===== src/rtl/core/assert_macros.svh =====
// Assertion macros for the RTL of the user key check block.
// Depends on nothing; included by modules that carry assertions.
`ifndef ASSERT_MACROS_SVH
`define ASSERT_MACROS_SVH

// Property that must hold at every sampled edge outside reset.
`define PRKC_ASSERT(lbl, clk, rstn, prop) \
    lbl: assert property (@(posedge clk) disable iff (!rstn) (prop)) \
        else $error("assertion failed");

// Condition a at one edge implies b at the next edge.
`define PRKC_NEXT(lbl, clk, rstn, a, b) \
    lbl: assert property (@(posedge clk) disable iff (!rstn) (a) |=> (b)) \
        else $error("assertion failed");

`endif


===== src/rtl/core/prkc_pkg.sv =====
// Package of the user key check block: op codes, command struct, tables.
// Used by prkc_ctrl, prkc_dp and pdf_rc4_user_key_check.
package prkc_pkg;

    localparam int MAX_KEY_BYTES = 16;
    localparam int FILE_ID_BYTES = 16;
    localparam int TAG_BITS      = 16;
    localparam int LAST_PASS     = 19;
    localparam int MIN_KEY_BYTES = 5;
    localparam logic [2:0] REV_SINGLE = 3'd2;

    localparam logic [2:0] OP_IDLE = 3'd0;
    localparam logic [2:0] OP_LOAD = 3'd1;
    localparam logic [2:0] OP_MD5  = 3'd2;
    localparam logic [2:0] OP_FIN  = 3'd3;
    localparam logic [2:0] OP_INIT = 3'd4;
    localparam logic [2:0] OP_KSA  = 3'd5;
    localparam logic [2:0] OP_PRGA = 3'd6;
    localparam logic [2:0] OP_OUT  = 3'd7;

    typedef struct packed {
        logic [2:0] op;
        logic [2:0] sub;
        logic [8:0] cnt;
        logic [4:0] pass;
    } t_cmd;

    localparam logic [255:0] PAD_BYTES = {
        64'h7A69536_4FEA90C2F, 64'h803E68D0B6002E2E,
        64'h0801FAFF564E0064, 64'h418A754E5E4EBF28};

    localparam logic [31:0] IV0 = 32'h67452301;
    localparam logic [31:0] IV1 = 32'hefcdab89;
    localparam logic [31:0] IV2 = 32'h98badcfe;
    localparam logic [31:0] IV3 = 32'h10325476;

    function automatic logic [4:0] md5_s(input logic [3:0] idx);
        logic [4:0] s;
        case (idx)
            4'd0: s = 5'd7;   4'd1: s = 5'd12;  4'd2: s = 5'd17;  4'd3: s = 5'd22;
            4'd4: s = 5'd5;   4'd5: s = 5'd9;   4'd6: s = 5'd14;  4'd7: s = 5'd20;
            4'd8: s = 5'd4;   4'd9: s = 5'd11;  4'd10: s = 5'd16; 4'd11: s = 5'd23;
            4'd12: s = 5'd6;  4'd13: s = 5'd10; 4'd14: s = 5'd15; default: s = 5'd21;
        endcase
        return s;
    endfunction

    function automatic logic [31:0] md5_k(input logic [5:0] idx);
        logic [31:0] k;
        case (idx)
            6'd0: k = 32'hd76aa478;  6'd1: k = 32'he8c7b756;  6'd2: k = 32'h242070db;
            6'd3: k = 32'hc1bdceee;  6'd4: k = 32'hf57c0faf;  6'd5: k = 32'h4787c62a;
            6'd6: k = 32'ha8304613;  6'd7: k = 32'hfd469501;  6'd8: k = 32'h698098d8;
            6'd9: k = 32'h8b44f7af;  6'd10: k = 32'hffff5bb1; 6'd11: k = 32'h895cd7be;
            6'd12: k = 32'h6b901122; 6'd13: k = 32'hfd987193; 6'd14: k = 32'ha679438e;
            6'd15: k = 32'h49b40821; 6'd16: k = 32'hf61e2562; 6'd17: k = 32'hc040b340;
            6'd18: k = 32'h265e5a51; 6'd19: k = 32'he9b6c7aa; 6'd20: k = 32'hd62f105d;
            6'd21: k = 32'h02441453; 6'd22: k = 32'hd8a1e681; 6'd23: k = 32'he7d3fbc8;
            6'd24: k = 32'h21e1cde6; 6'd25: k = 32'hc33707d6; 6'd26: k = 32'hf4d50d87;
            6'd27: k = 32'h455a14ed; 6'd28: k = 32'ha9e3e905; 6'd29: k = 32'hfcefa3f8;
            6'd30: k = 32'h676f02d9; 6'd31: k = 32'h8d2a4c8a; 6'd32: k = 32'hfffa3942;
            6'd33: k = 32'h8771f681; 6'd34: k = 32'h6d9d6122; 6'd35: k = 32'hfde5380c;
            6'd36: k = 32'ha4beea44; 6'd37: k = 32'h4bdecfa9; 6'd38: k = 32'hf6bb4b60;
            6'd39: k = 32'hbebfbc70; 6'd40: k = 32'h289b7ec6; 6'd41: k = 32'heaa127fa;
            6'd42: k = 32'hd4ef3085; 6'd43: k = 32'h04881d05; 6'd44: k = 32'hd9d4d039;
            6'd45: k = 32'he6db99e5; 6'd46: k = 32'h1fa27cf8; 6'd47: k = 32'hc4ac5665;
            6'd48: k = 32'hf4292244; 6'd49: k = 32'h432aff97; 6'd50: k = 32'hab9423a7;
            6'd51: k = 32'hfc93a039; 6'd52: k = 32'h655b59c3; 6'd53: k = 32'h8f0ccc92;
            6'd54: k = 32'hffeff47d; 6'd55: k = 32'h85845dd1; 6'd56: k = 32'h6fa87e4f;
            6'd57: k = 32'hfe2ce6e0; 6'd58: k = 32'ha3014314; 6'd59: k = 32'h4e0811a1;
            6'd60: k = 32'hf7537e82; 6'd61: k = 32'hbd3af235; 6'd62: k = 32'h2ad7d2bb;
            default: k = 32'heb86d391;
        endcase
        return k;
    endfunction

endpackage


===== src/rtl/core/prkc_ctrl.sv =====
// Sequencer of the user key check: MD5 rounds, RC4 schedule passes, result hand-off.
// Depends on prkc_pkg and assert_macros.svh; drives prkc_dp by command struct.
`include "assert_macros.svh"
module prkc_ctrl (
    input  logic           i_clk,
    input  logic           i_rst_n,
    input  logic           i_in_valid,
    output logic           o_in_ready,
    input  logic           i_out_ready,
    output logic           o_out_valid,
    input  logic           i_rev_single,
    output prkc_pkg::t_cmd o_cmd
);
    import prkc_pkg::*;

    localparam logic [2:0] S_IDLE = 3'd0;
    localparam logic [2:0] S_MD5  = 3'd1;
    localparam logic [2:0] S_FIN  = 3'd2;
    localparam logic [2:0] S_INIT = 3'd3;
    localparam logic [2:0] S_KSA  = 3'd4;
    localparam logic [2:0] S_PRGA = 3'd5;
    localparam logic [2:0] S_OUT  = 3'd6;

    logic [2:0] r_state, n_state;
    logic [8:0] r_cnt, n_cnt;
    logic [2:0] r_sub, n_sub;
    logic [4:0] r_pass, n_pass;
    logic       r_ovalid, n_ovalid;
    logic [8:0] last_k;
    logic       accept, load_out;

    assign o_in_ready  = (r_state == S_IDLE);
    assign o_out_valid = r_ovalid;
    assign accept      = i_in_valid && (r_state == S_IDLE);
    assign load_out    = (r_state == S_OUT) && (!r_ovalid || i_out_ready);
    assign last_k      = i_rev_single ? 9'd31 : 9'd15;

    always_comb begin
        o_cmd.sub  = r_sub;
        o_cmd.cnt  = r_cnt;
        o_cmd.pass = r_pass;
        case (r_state)
            S_IDLE:  o_cmd.op = accept ? OP_LOAD : OP_IDLE;
            S_MD5:   o_cmd.op = OP_MD5;
            S_FIN:   o_cmd.op = OP_FIN;
            S_INIT:  o_cmd.op = OP_INIT;
            S_KSA:   o_cmd.op = OP_KSA;
            S_PRGA:  o_cmd.op = OP_PRGA;
            S_OUT:   o_cmd.op = load_out ? OP_OUT : OP_IDLE;
            default: o_cmd.op = OP_IDLE;
        endcase
    end

    always_comb begin
        n_state  = r_state;
        n_cnt    = r_cnt;
        n_sub    = r_sub;
        n_pass   = r_pass;
        n_ovalid = r_ovalid && !i_out_ready;
        case (r_state)
            S_IDLE: begin
                if (accept) begin
                    n_state = i_rev_single ? S_INIT : S_MD5;
                    n_cnt   = '0;
                    n_sub   = '0;
                    n_pass  = '0;
                end
            end
            S_MD5: begin
                n_cnt = r_cnt + 9'd1;
                if (r_cnt == 9'd63) begin
                    n_state = S_FIN;
                end
            end
            S_FIN: begin
                n_state = S_INIT;
                n_cnt   = '0;
            end
            S_INIT: begin
                n_cnt = r_cnt + 9'd1;
                if (r_cnt == 9'd255) begin
                    n_state = S_KSA;
                    n_cnt   = '0;
                    n_sub   = '0;
                end
            end
            S_KSA: begin
                n_sub = r_sub + 3'd1;
                if (r_sub == 3'd3) begin
                    n_sub = '0;
                    n_cnt = r_cnt + 9'd1;
                    if (r_cnt == 9'd255) begin
                        n_state = S_PRGA;
                        n_cnt   = '0;
                    end
                end
            end
            S_PRGA: begin
                n_sub = r_sub + 3'd1;
                if (r_sub == 3'd5) begin
                    n_sub = '0;
                    n_cnt = r_cnt + 9'd1;
                    if (r_cnt == last_k) begin
                        n_cnt = '0;
                        if (i_rev_single || r_pass == 5'(LAST_PASS)) begin
                            n_state = S_OUT;
                        end else begin
                            n_pass  = r_pass + 5'd1;
                            n_state = S_INIT;
                        end
                    end
                end
            end
            S_OUT: begin
                if (load_out) begin
                    n_state  = S_IDLE;
                    n_ovalid = 1'b1;
                end
            end
            default: n_state = S_IDLE;
        endcase
    end

    always_ff @(posedge i_clk) begin
        if (!i_rst_n) begin
            r_state  <= S_IDLE;
            r_cnt    <= '0;
            r_sub    <= '0;
            r_pass   <= '0;
            r_ovalid <= 1'b0;
        end else begin
            r_state  <= n_state;
            r_cnt    <= n_cnt;
            r_sub    <= n_sub;
            r_pass   <= n_pass;
            r_ovalid <= n_ovalid;
        end
    end

    `PRKC_ASSERT(a_pass_range, i_clk, i_rst_n, r_pass <= 5'(LAST_PASS))
    `PRKC_ASSERT(a_sub_range, i_clk, i_rst_n, r_sub <= 3'd5)
    `PRKC_NEXT(a_accept_busy, i_clk, i_rst_n, accept, r_state != S_IDLE)
    `PRKC_NEXT(a_out_sets_valid, i_clk, i_rst_n, load_out, r_ovalid)
endmodule


===== config.mk =====
export PLATFORM = sky130hd
export DESIGN_NAME = prkc_ctrl
export DESIGN_NICKNAME = d
export VERILOG_FILES = /design/src/rtl/core/prkc_pkg.sv /design/src/rtl/core/prkc_ctrl.sv
export VERILOG_INCLUDE_DIRS = /design/src /design/src/rtl/core
export SDC_FILE = /design/constraint.sdc
export NUM_CORES = 1
export LEC_CHECK = 0
export BUFFER_PORTS_ARGS = -buffer_cell sky130_fd_sc_hd__buf_2
export CAP_MARGIN = 20
export CORE_MARGIN = 5
export CORE_UTILIZATION = 25
export CTS_BUF_LIST = sky130_fd_sc_hd__clkbuf_8
export DETAILED_ROUTE_END_ITERATION = 10
export PLACE_DENSITY = 0.42
export SLEW_MARGIN = 20
export SYNTH_ARGS = -nofsm -noshare
export SYNTH_HDL_FRONTEND = slang
export SYNTH_SLANG_ARGS = --single-unit

===== constraint.sdc =====
create_clock -name i_clk -period 6.02 [get_ports i_clk]
set_input_delay 0.602 -clock i_clk [delete_from_list [all_inputs] [get_ports i_clk]]
set_output_delay 0.602 -clock i_clk [all_outputs]
set_load 0.01 [all_outputs]

=== Yosys cells after proc, flatten, opt, wreduce, memory -nomap -nowiden ===
Cells that the tools add are included.

* Add/subtract/negate cells: 3
* Bitwise gates (word level): 0
* Shifts and indexed selects: 0
* Multipliers: 0
* Eq/ne operators: 21
* Reductions and logical operators: 15
* $lt $le $gt $ge: 0
* Div/mod/pow operators: 0
* Mux-type cells: 33

{| class="wikitable"
|+ Operator list
! cell !! count
|-
| $pmux W9 S6 || 1
|-
| $mux W9 || 5
|-
| $mux W3 || 14
|-
| $pmux W3 S7 || 2
|-
| $mux W5 || 5
|-
| $ne A2 B2 Y1 const B || 8
|-
| $eq A3 B3 Y1 const B || 4
|-
| $pmux W3 S4 || 1
|-
| $pmux W5 S2 || 1
|-
| $add A9 B1 Y9 const B || 1
|-
| $eq A3 B2 Y1 const B || 3
|-
| $eq A9 B5 Y1 || 1
|-
| $eq A9 B6 Y1 const B || 1
|-
| $eq A9 B8 Y1 const B || 1
|-
| $reduce_and A8 Y1 || 1
|-
| $reduce_bool A6 Y1 || 1
|-
| $add A5 B1 Y5 const B || 1
|-
| $eq A5 B5 Y1 const B || 1
|-
| $reduce_and A5 Y1 || 1
|-
| $reduce_and A4 Y1 || 1
|-
| $reduce_bool A4 Y1 || 1
|-
| $add A3 B1 Y3 const B || 1
|-
| $eq A3 B1 Y1 const B || 1
|-
| $logic_and A1 B1 Y1 || 3
|-
| 8 further kinds || 12
|}

* Memory bits (writable): 0
* Memory bits (read-only): 0
* Output and inout bits: 22
* Bits in registers: 21
* Latch bits: 0
* Memories kept: 0
* Input bits: 5

=== Longest topological paths before layout ===
* Depth in word-level cells: 6
* Depth in mapped cells: 11
* Depth with buffers taken out: 11

=== Least setup slack after synthesis ===
No wires, ideal clock.

* Kind: reg-to-reg
* Start point: reg r_cnt[0]
* End point: reg r_cnt[7]
* Path buffers: 0
* Slack: 3,554 ps
* Data arrival time: 2,407 ps
* Setup time: 59 ps
* Cell stages (with the launch flop): 12
* Path through: dfxtp_1 ha_1 and3_1 and3_1 nand3_1 inv_1 ha_1 or4b_1 o21ai_1 a2bb2oi_4 nor3_2 a22o_1

* Cells in the longest elaborated chain, start to end: 4

{| class="wikitable"
|+ RTL lines
! item !! line !! text
|-
| from (decl) || prkc_ctrl.sv:25 || <nowiki>logic [8:0] r_cnt, n_cnt;</nowiki>
|-
| from (signal assigned) || prkc_ctrl.sv:133 || <nowiki>r_cnt <= n_cnt;</nowiki>
|-
| $add A9 B1 Y9, or another cell as far along || n/a ||
|-
| $mux W9 (on tied branches) || prkc_ctrl.sv:103, prkc_ctrl.sv:81, prkc_ctrl.sv:92 ||
|-
| $mux W9 (on tied branches) || prkc_ctrl.sv:100, prkc_ctrl.sv:89 ||
|-
| $pmux W9 S6 * || prkc_ctrl.sv:60 || <nowiki>case (r_state)</nowiki>
|}

Mark *: on every way between the ends. The rest lies on a longest branch, timed or not. The select of a mux whose other input is x is not followed.
A chain may end at the register's enable or synchronous reset.

=== Final worst setup path ===
Same ends and word-level chain as after synthesis.

==> impl.org <==
** Status
- The run finished with clean final reports.

** Power and ir drop
- Reported net switching power :: about 0.21 mW
- The worst-case IR drop observed on VDD is between 0.1 and 0.15 mV.
- Of the total power, combinational logic draws 0.401.
- The internal portion of the total power is 0.284 mW.
- Power Density :: between 200 and 300 mW/mm^2
- Of the total power, the share spent switching nets is 0.420.
- LEAKAGE :: 0.745 nW
- Of the total power, the clock network draws 0.201.
- Of the total power, registers draw 0.399.

** Yosys
- Main flop type after synthesis :: dfxtp_1
- By area, the combinational part of the netlist is dominated by simple AND/OR/NAND/NOR gates.
- Of the total synthesized cell area, the portion taken by XOR and XNOR cells is 0.0116.
- The share of the Yosys chip area taken by registers is 0.279.
- Counting flops with an async set or reset pin after synthesis yields a share of 0.
- Synth unique cells :: a little under 50
- Count of warnings emitted by yosys :: 0
- Dominant cells by area after synthesis :: dfxtp_1 (28%), ha_1 (6.7%), nand2_1 (5.0%), nor2_1 (4.7%), nor2b_1 (3.7%)
- Counting flops and latches in the post-synthesis netlist gives 21.
- Synthesis produced a netlist with a net count of slightly above 200.
- Adder-cell area share of the yosys netlist :: 0.0665
- Synthesized area per cell :: 7.92 um^2
- After synthesis, the share of cell area in mux cells is 0.0133.
- Syn Inst Count :: 190
- The fraction of the mapped netlist area in compound gates was 0.255.
- dfxtp_1 takes more of the synthesized area than any other cell.
- Yosys mapped a number of flops with a built-in enable equal to 0.
- Of the total synthesized cell area, the portion taken by AND, OR, NAND and NOR gates is 0.333.
- Share of the synthesized area in the top cell type :: 0.279
- In this run the cell area of the synthesized design comes to 0.00151 mm^2.

** Global routing
- In the global route stage, overall resource usage came out at 0.105.
- Largest net degree at the start of global routing :: 26
- Number of antenna violations at the first check in global routing :: 0
- Global-route wire length before repair :: between 6000 and 7000 um
- Gr ovfl total :: 0
- The number of global-route vias before repair came to 1296.

** Die
- Number of placement rows :: 28
- The initial utilization of the core area, before any placement, comes to 0.256.
- The floorplan step set the die height to approximately 88 um.
- Overall die area :: around 0.0077 mm^2
- Pin placement for this block handled 27 I/O pins.
- Die boundary width :: roughly 88 um
- Core Box Area :: approximately 0.0059 mm^2

** Critical path
- Crit-path max FO :: 6
- STA classifies the critical path startpoint as a flip-flop.
- The critical path is of the reg -> reg type.
- STA puts the critical path data arrival time at about 3 ns.
- For this design, the slowest cell found on the critical path is or4b_1.
- Kind of end point of the critical path :: flip-flop
- Critical path data required time :: ~6.2 ns
- Walking the worst path, the cells encountered are ha_1 > and3_1 > and3_1 > nand3_1 > inv_1 > ha_1 > or4b_1 > o21ai_1 > a2bb2oi_4 > nor3_2 > a22o_1.
- The largest single stage delay on the critical path is roughly 0.46 ns.

** STA
- In this run the tightest slew margin relative to its limit is 0.477.
- Setup repair after global routing left no endpoint under its margin.
- The clock period could shrink to about 2.7 ns.
- In the final timing run, aggregate negative setup slack is 0 ns.
- Count of final setup violators :: 0
- Max Freq :: 0.366 GHz
- The max-slew violation total from the final report came to 0.
- Count of endpoints failing hold in the final timing report :: 0
- Dividing the final minimum period by the clock period gives 0.454.
- Clock skew :: between 0.003 and 0.004 ns
- For the pin with the worst max-slew slack, the measured transition is around 0.78 ns.

** Detailed routing
- The detail route stage leaves a number of antenna-violating nets equal to 0.
- Dividing the detail-routed wire length by the instance count gives ~14 um.
- The final route contains 1422 vias.
- Number of DRC markers after the initial detailed-route iteration :: 41
- Wire length reported by the detailed router :: a little under 4000 um
- Before antenna repair, the detailed router went through 4 iterations.
- After detailed routing, the number of vias per cell comes to roughly 5.0.
- Number of remaining DRC errors :: 0

** Clocking
- In this run the deepest clock path goes through 2 buffers.
- H-tree depth :: 1
- Buffers inserted to repair hold after CTS numbered 0.
- The tree built by TritonCTS fans out to 21 sinks.
- Buffers added to address setup during post-CTS repair amount to 0.
- The later pin in the worst-skew pair is clocked with a latency of about 0.27 ns.
- Clock edge transition at the registers on the reported setup and hold paths :: about 0.090 ns
- TritonCTS built the clock tree.
- Clock tree synthesis inserted a total of 3 buffers.
- CTS Root Buffer Type :: clkbuf_8
- CTS resizes :: 0

** Final layout
- In the final layout, the share of cells above drive strength 1 is 0.166.
- ANT cells :: 0
- From synthesis to final layout, the design area changed by 15.5%.
- Leaving out fill and tap cells, the most frequent cell in the layout is buf_2.
- At the end of the flow, the number of nets in the layout was about 230.
- The top cell types in the final layout, fill and taps aside, are buf_2 (26), dfxtp_1 (21), nand2_1 (20).
- After the flow finishes, the layout carries non-filler instances totaling around 290.

** Place
- In this run the tool buffered the top-level ports with 26 buffer cells.
- The congestion estimate from routability-driven global placement came to between 0.7 and 0.8.
- Including well taps, the total number of placed cells is roughly 280.
- Dpl hpwl :: 2870 um

** Flow run
- Max cap viols :: 0

** Hold path
- Hold/Removal Path Class :: reg -> reg
-- worst max-delay path: cells and delay by family, from the launching register on --
kind	cells	cell delay (ns)
simple gates	5	1.35
buf+inv	1	0.05
compound gates	3	0.50
flops	1	0.36
fa+ha+maj	2	0.43
-- final cells by class --
type / instances / area, um^2
tap: 75 / 93.8
sequential: 21 / 420
timing repair buffer: 26 / 130
clock buffer: 3 / 41.3
multi-input combinational: 153 / 1020
inverter: 7 / 26.3
fill: 663 / 4150
clock inverter: 1 / 3.75
-- path summary, 6_finish.rpt --
kind | startpoint | endpoint | slack (ns) | cells past startpoint
setup / recovery | r_cnt[0]$_SDFFE_PN0P_ | r_cnt[7]$_SDFFE_PN0P_ | 3.29 | 11
hold / removal | r_pass[1]$_SDFFE_PN0P_ | r_pass[1]$_SDFFE_PN0P_ | 0.49 | 2
setup reg to reg | r_cnt[0]$_SDFFE_PN0P_ | r_cnt[7]$_SDFFE_PN0P_ | 3.29 | 11
hold reg to reg | r_pass[1]$_SDFFE_PN0P_ | r_pass[1]$_SDFFE_PN0P_ | 0.49 | 2
-- Yosys cell counts (2+ instances only) --
library cell,number
dfxtp_1,21
nand2_1,20
nor2_1,19
a21oi_1,11
nor2b_1,9
clkbuf_1,8
ha_1,8
nand3_1,8
inv_1,7
a21boi_1,6
a22o_1,5
nand2b_1,5
o21ai_0,5
o21bai_1,5
and3_1,4
nand3b_1,4
and2_1,3
nand4_1,3
mux2i_1,2
nor3_1,2
nor4_1,2
o211a_1,2
o221a_1,2
o31ai_1,2
or2_0,2
xor2_1,2
-- per-stage QoR --
step	power, mW	setup WS [ns]	instance area (um^2)	hold WS (ns)	util
5_1_grt	0.530	3.08	1740	0.524	0.295
3_5_place_dp	0.396	3.31	1690	0.484	0.288
3_3_place_gp	0.402	3.37	1690	0.481	0.288
2_1_floorplan	0.336	3.55	1510	0.503	-
6_report	0.489	3.29	1740	0.488	0.295
4_1_cts	0.498	3.28	1740	0.497	0.295
-- sequential cells by signal, summed over array words and instances (netlist names) --
signal	flops
r_state	3
r_sub	3
r_pass	5
o_out_valid	1
r_cnt	9
-- per-layer routing --
layer / track usage / up-vias / routed length (um)
li1: - / 731 / -
met1: 0.144 / 657 / 1910
met2: 0.164 / 29 / 1740
met3: 0.0151 / 5 / 184
met4: 0.0418 / 0 / 68
met5: 0 / - / 0
-- power by group through the flow --
stage               logic, mW  registers [mW]  clock network [mW]
floorplan               0.163           0.173                   0
global placement        0.203           0.199                   0
detailed placement      0.199           0.198                   0
CTS                     0.199           0.195               0.104
global route            0.220           0.200               0.109
finish                  0.196           0.195              0.0981
-- kinds of logic (layout without fill, tap and decap cells) --
logic type / count (synthesis) / count (layout)
flip-flops: 21 / 21
multiplexers: 2 / 2
XOR/XNOR: 2 / 2
AO/OA/AOI/OAI: 50 / 50
AND/OR/NAND/NOR: 91 / 91
adder cells (fa/ha/maj): 8 / 8
buffers and inverters: 16 / 37
No activity file was read; power rests on OpenSTA's default activity.
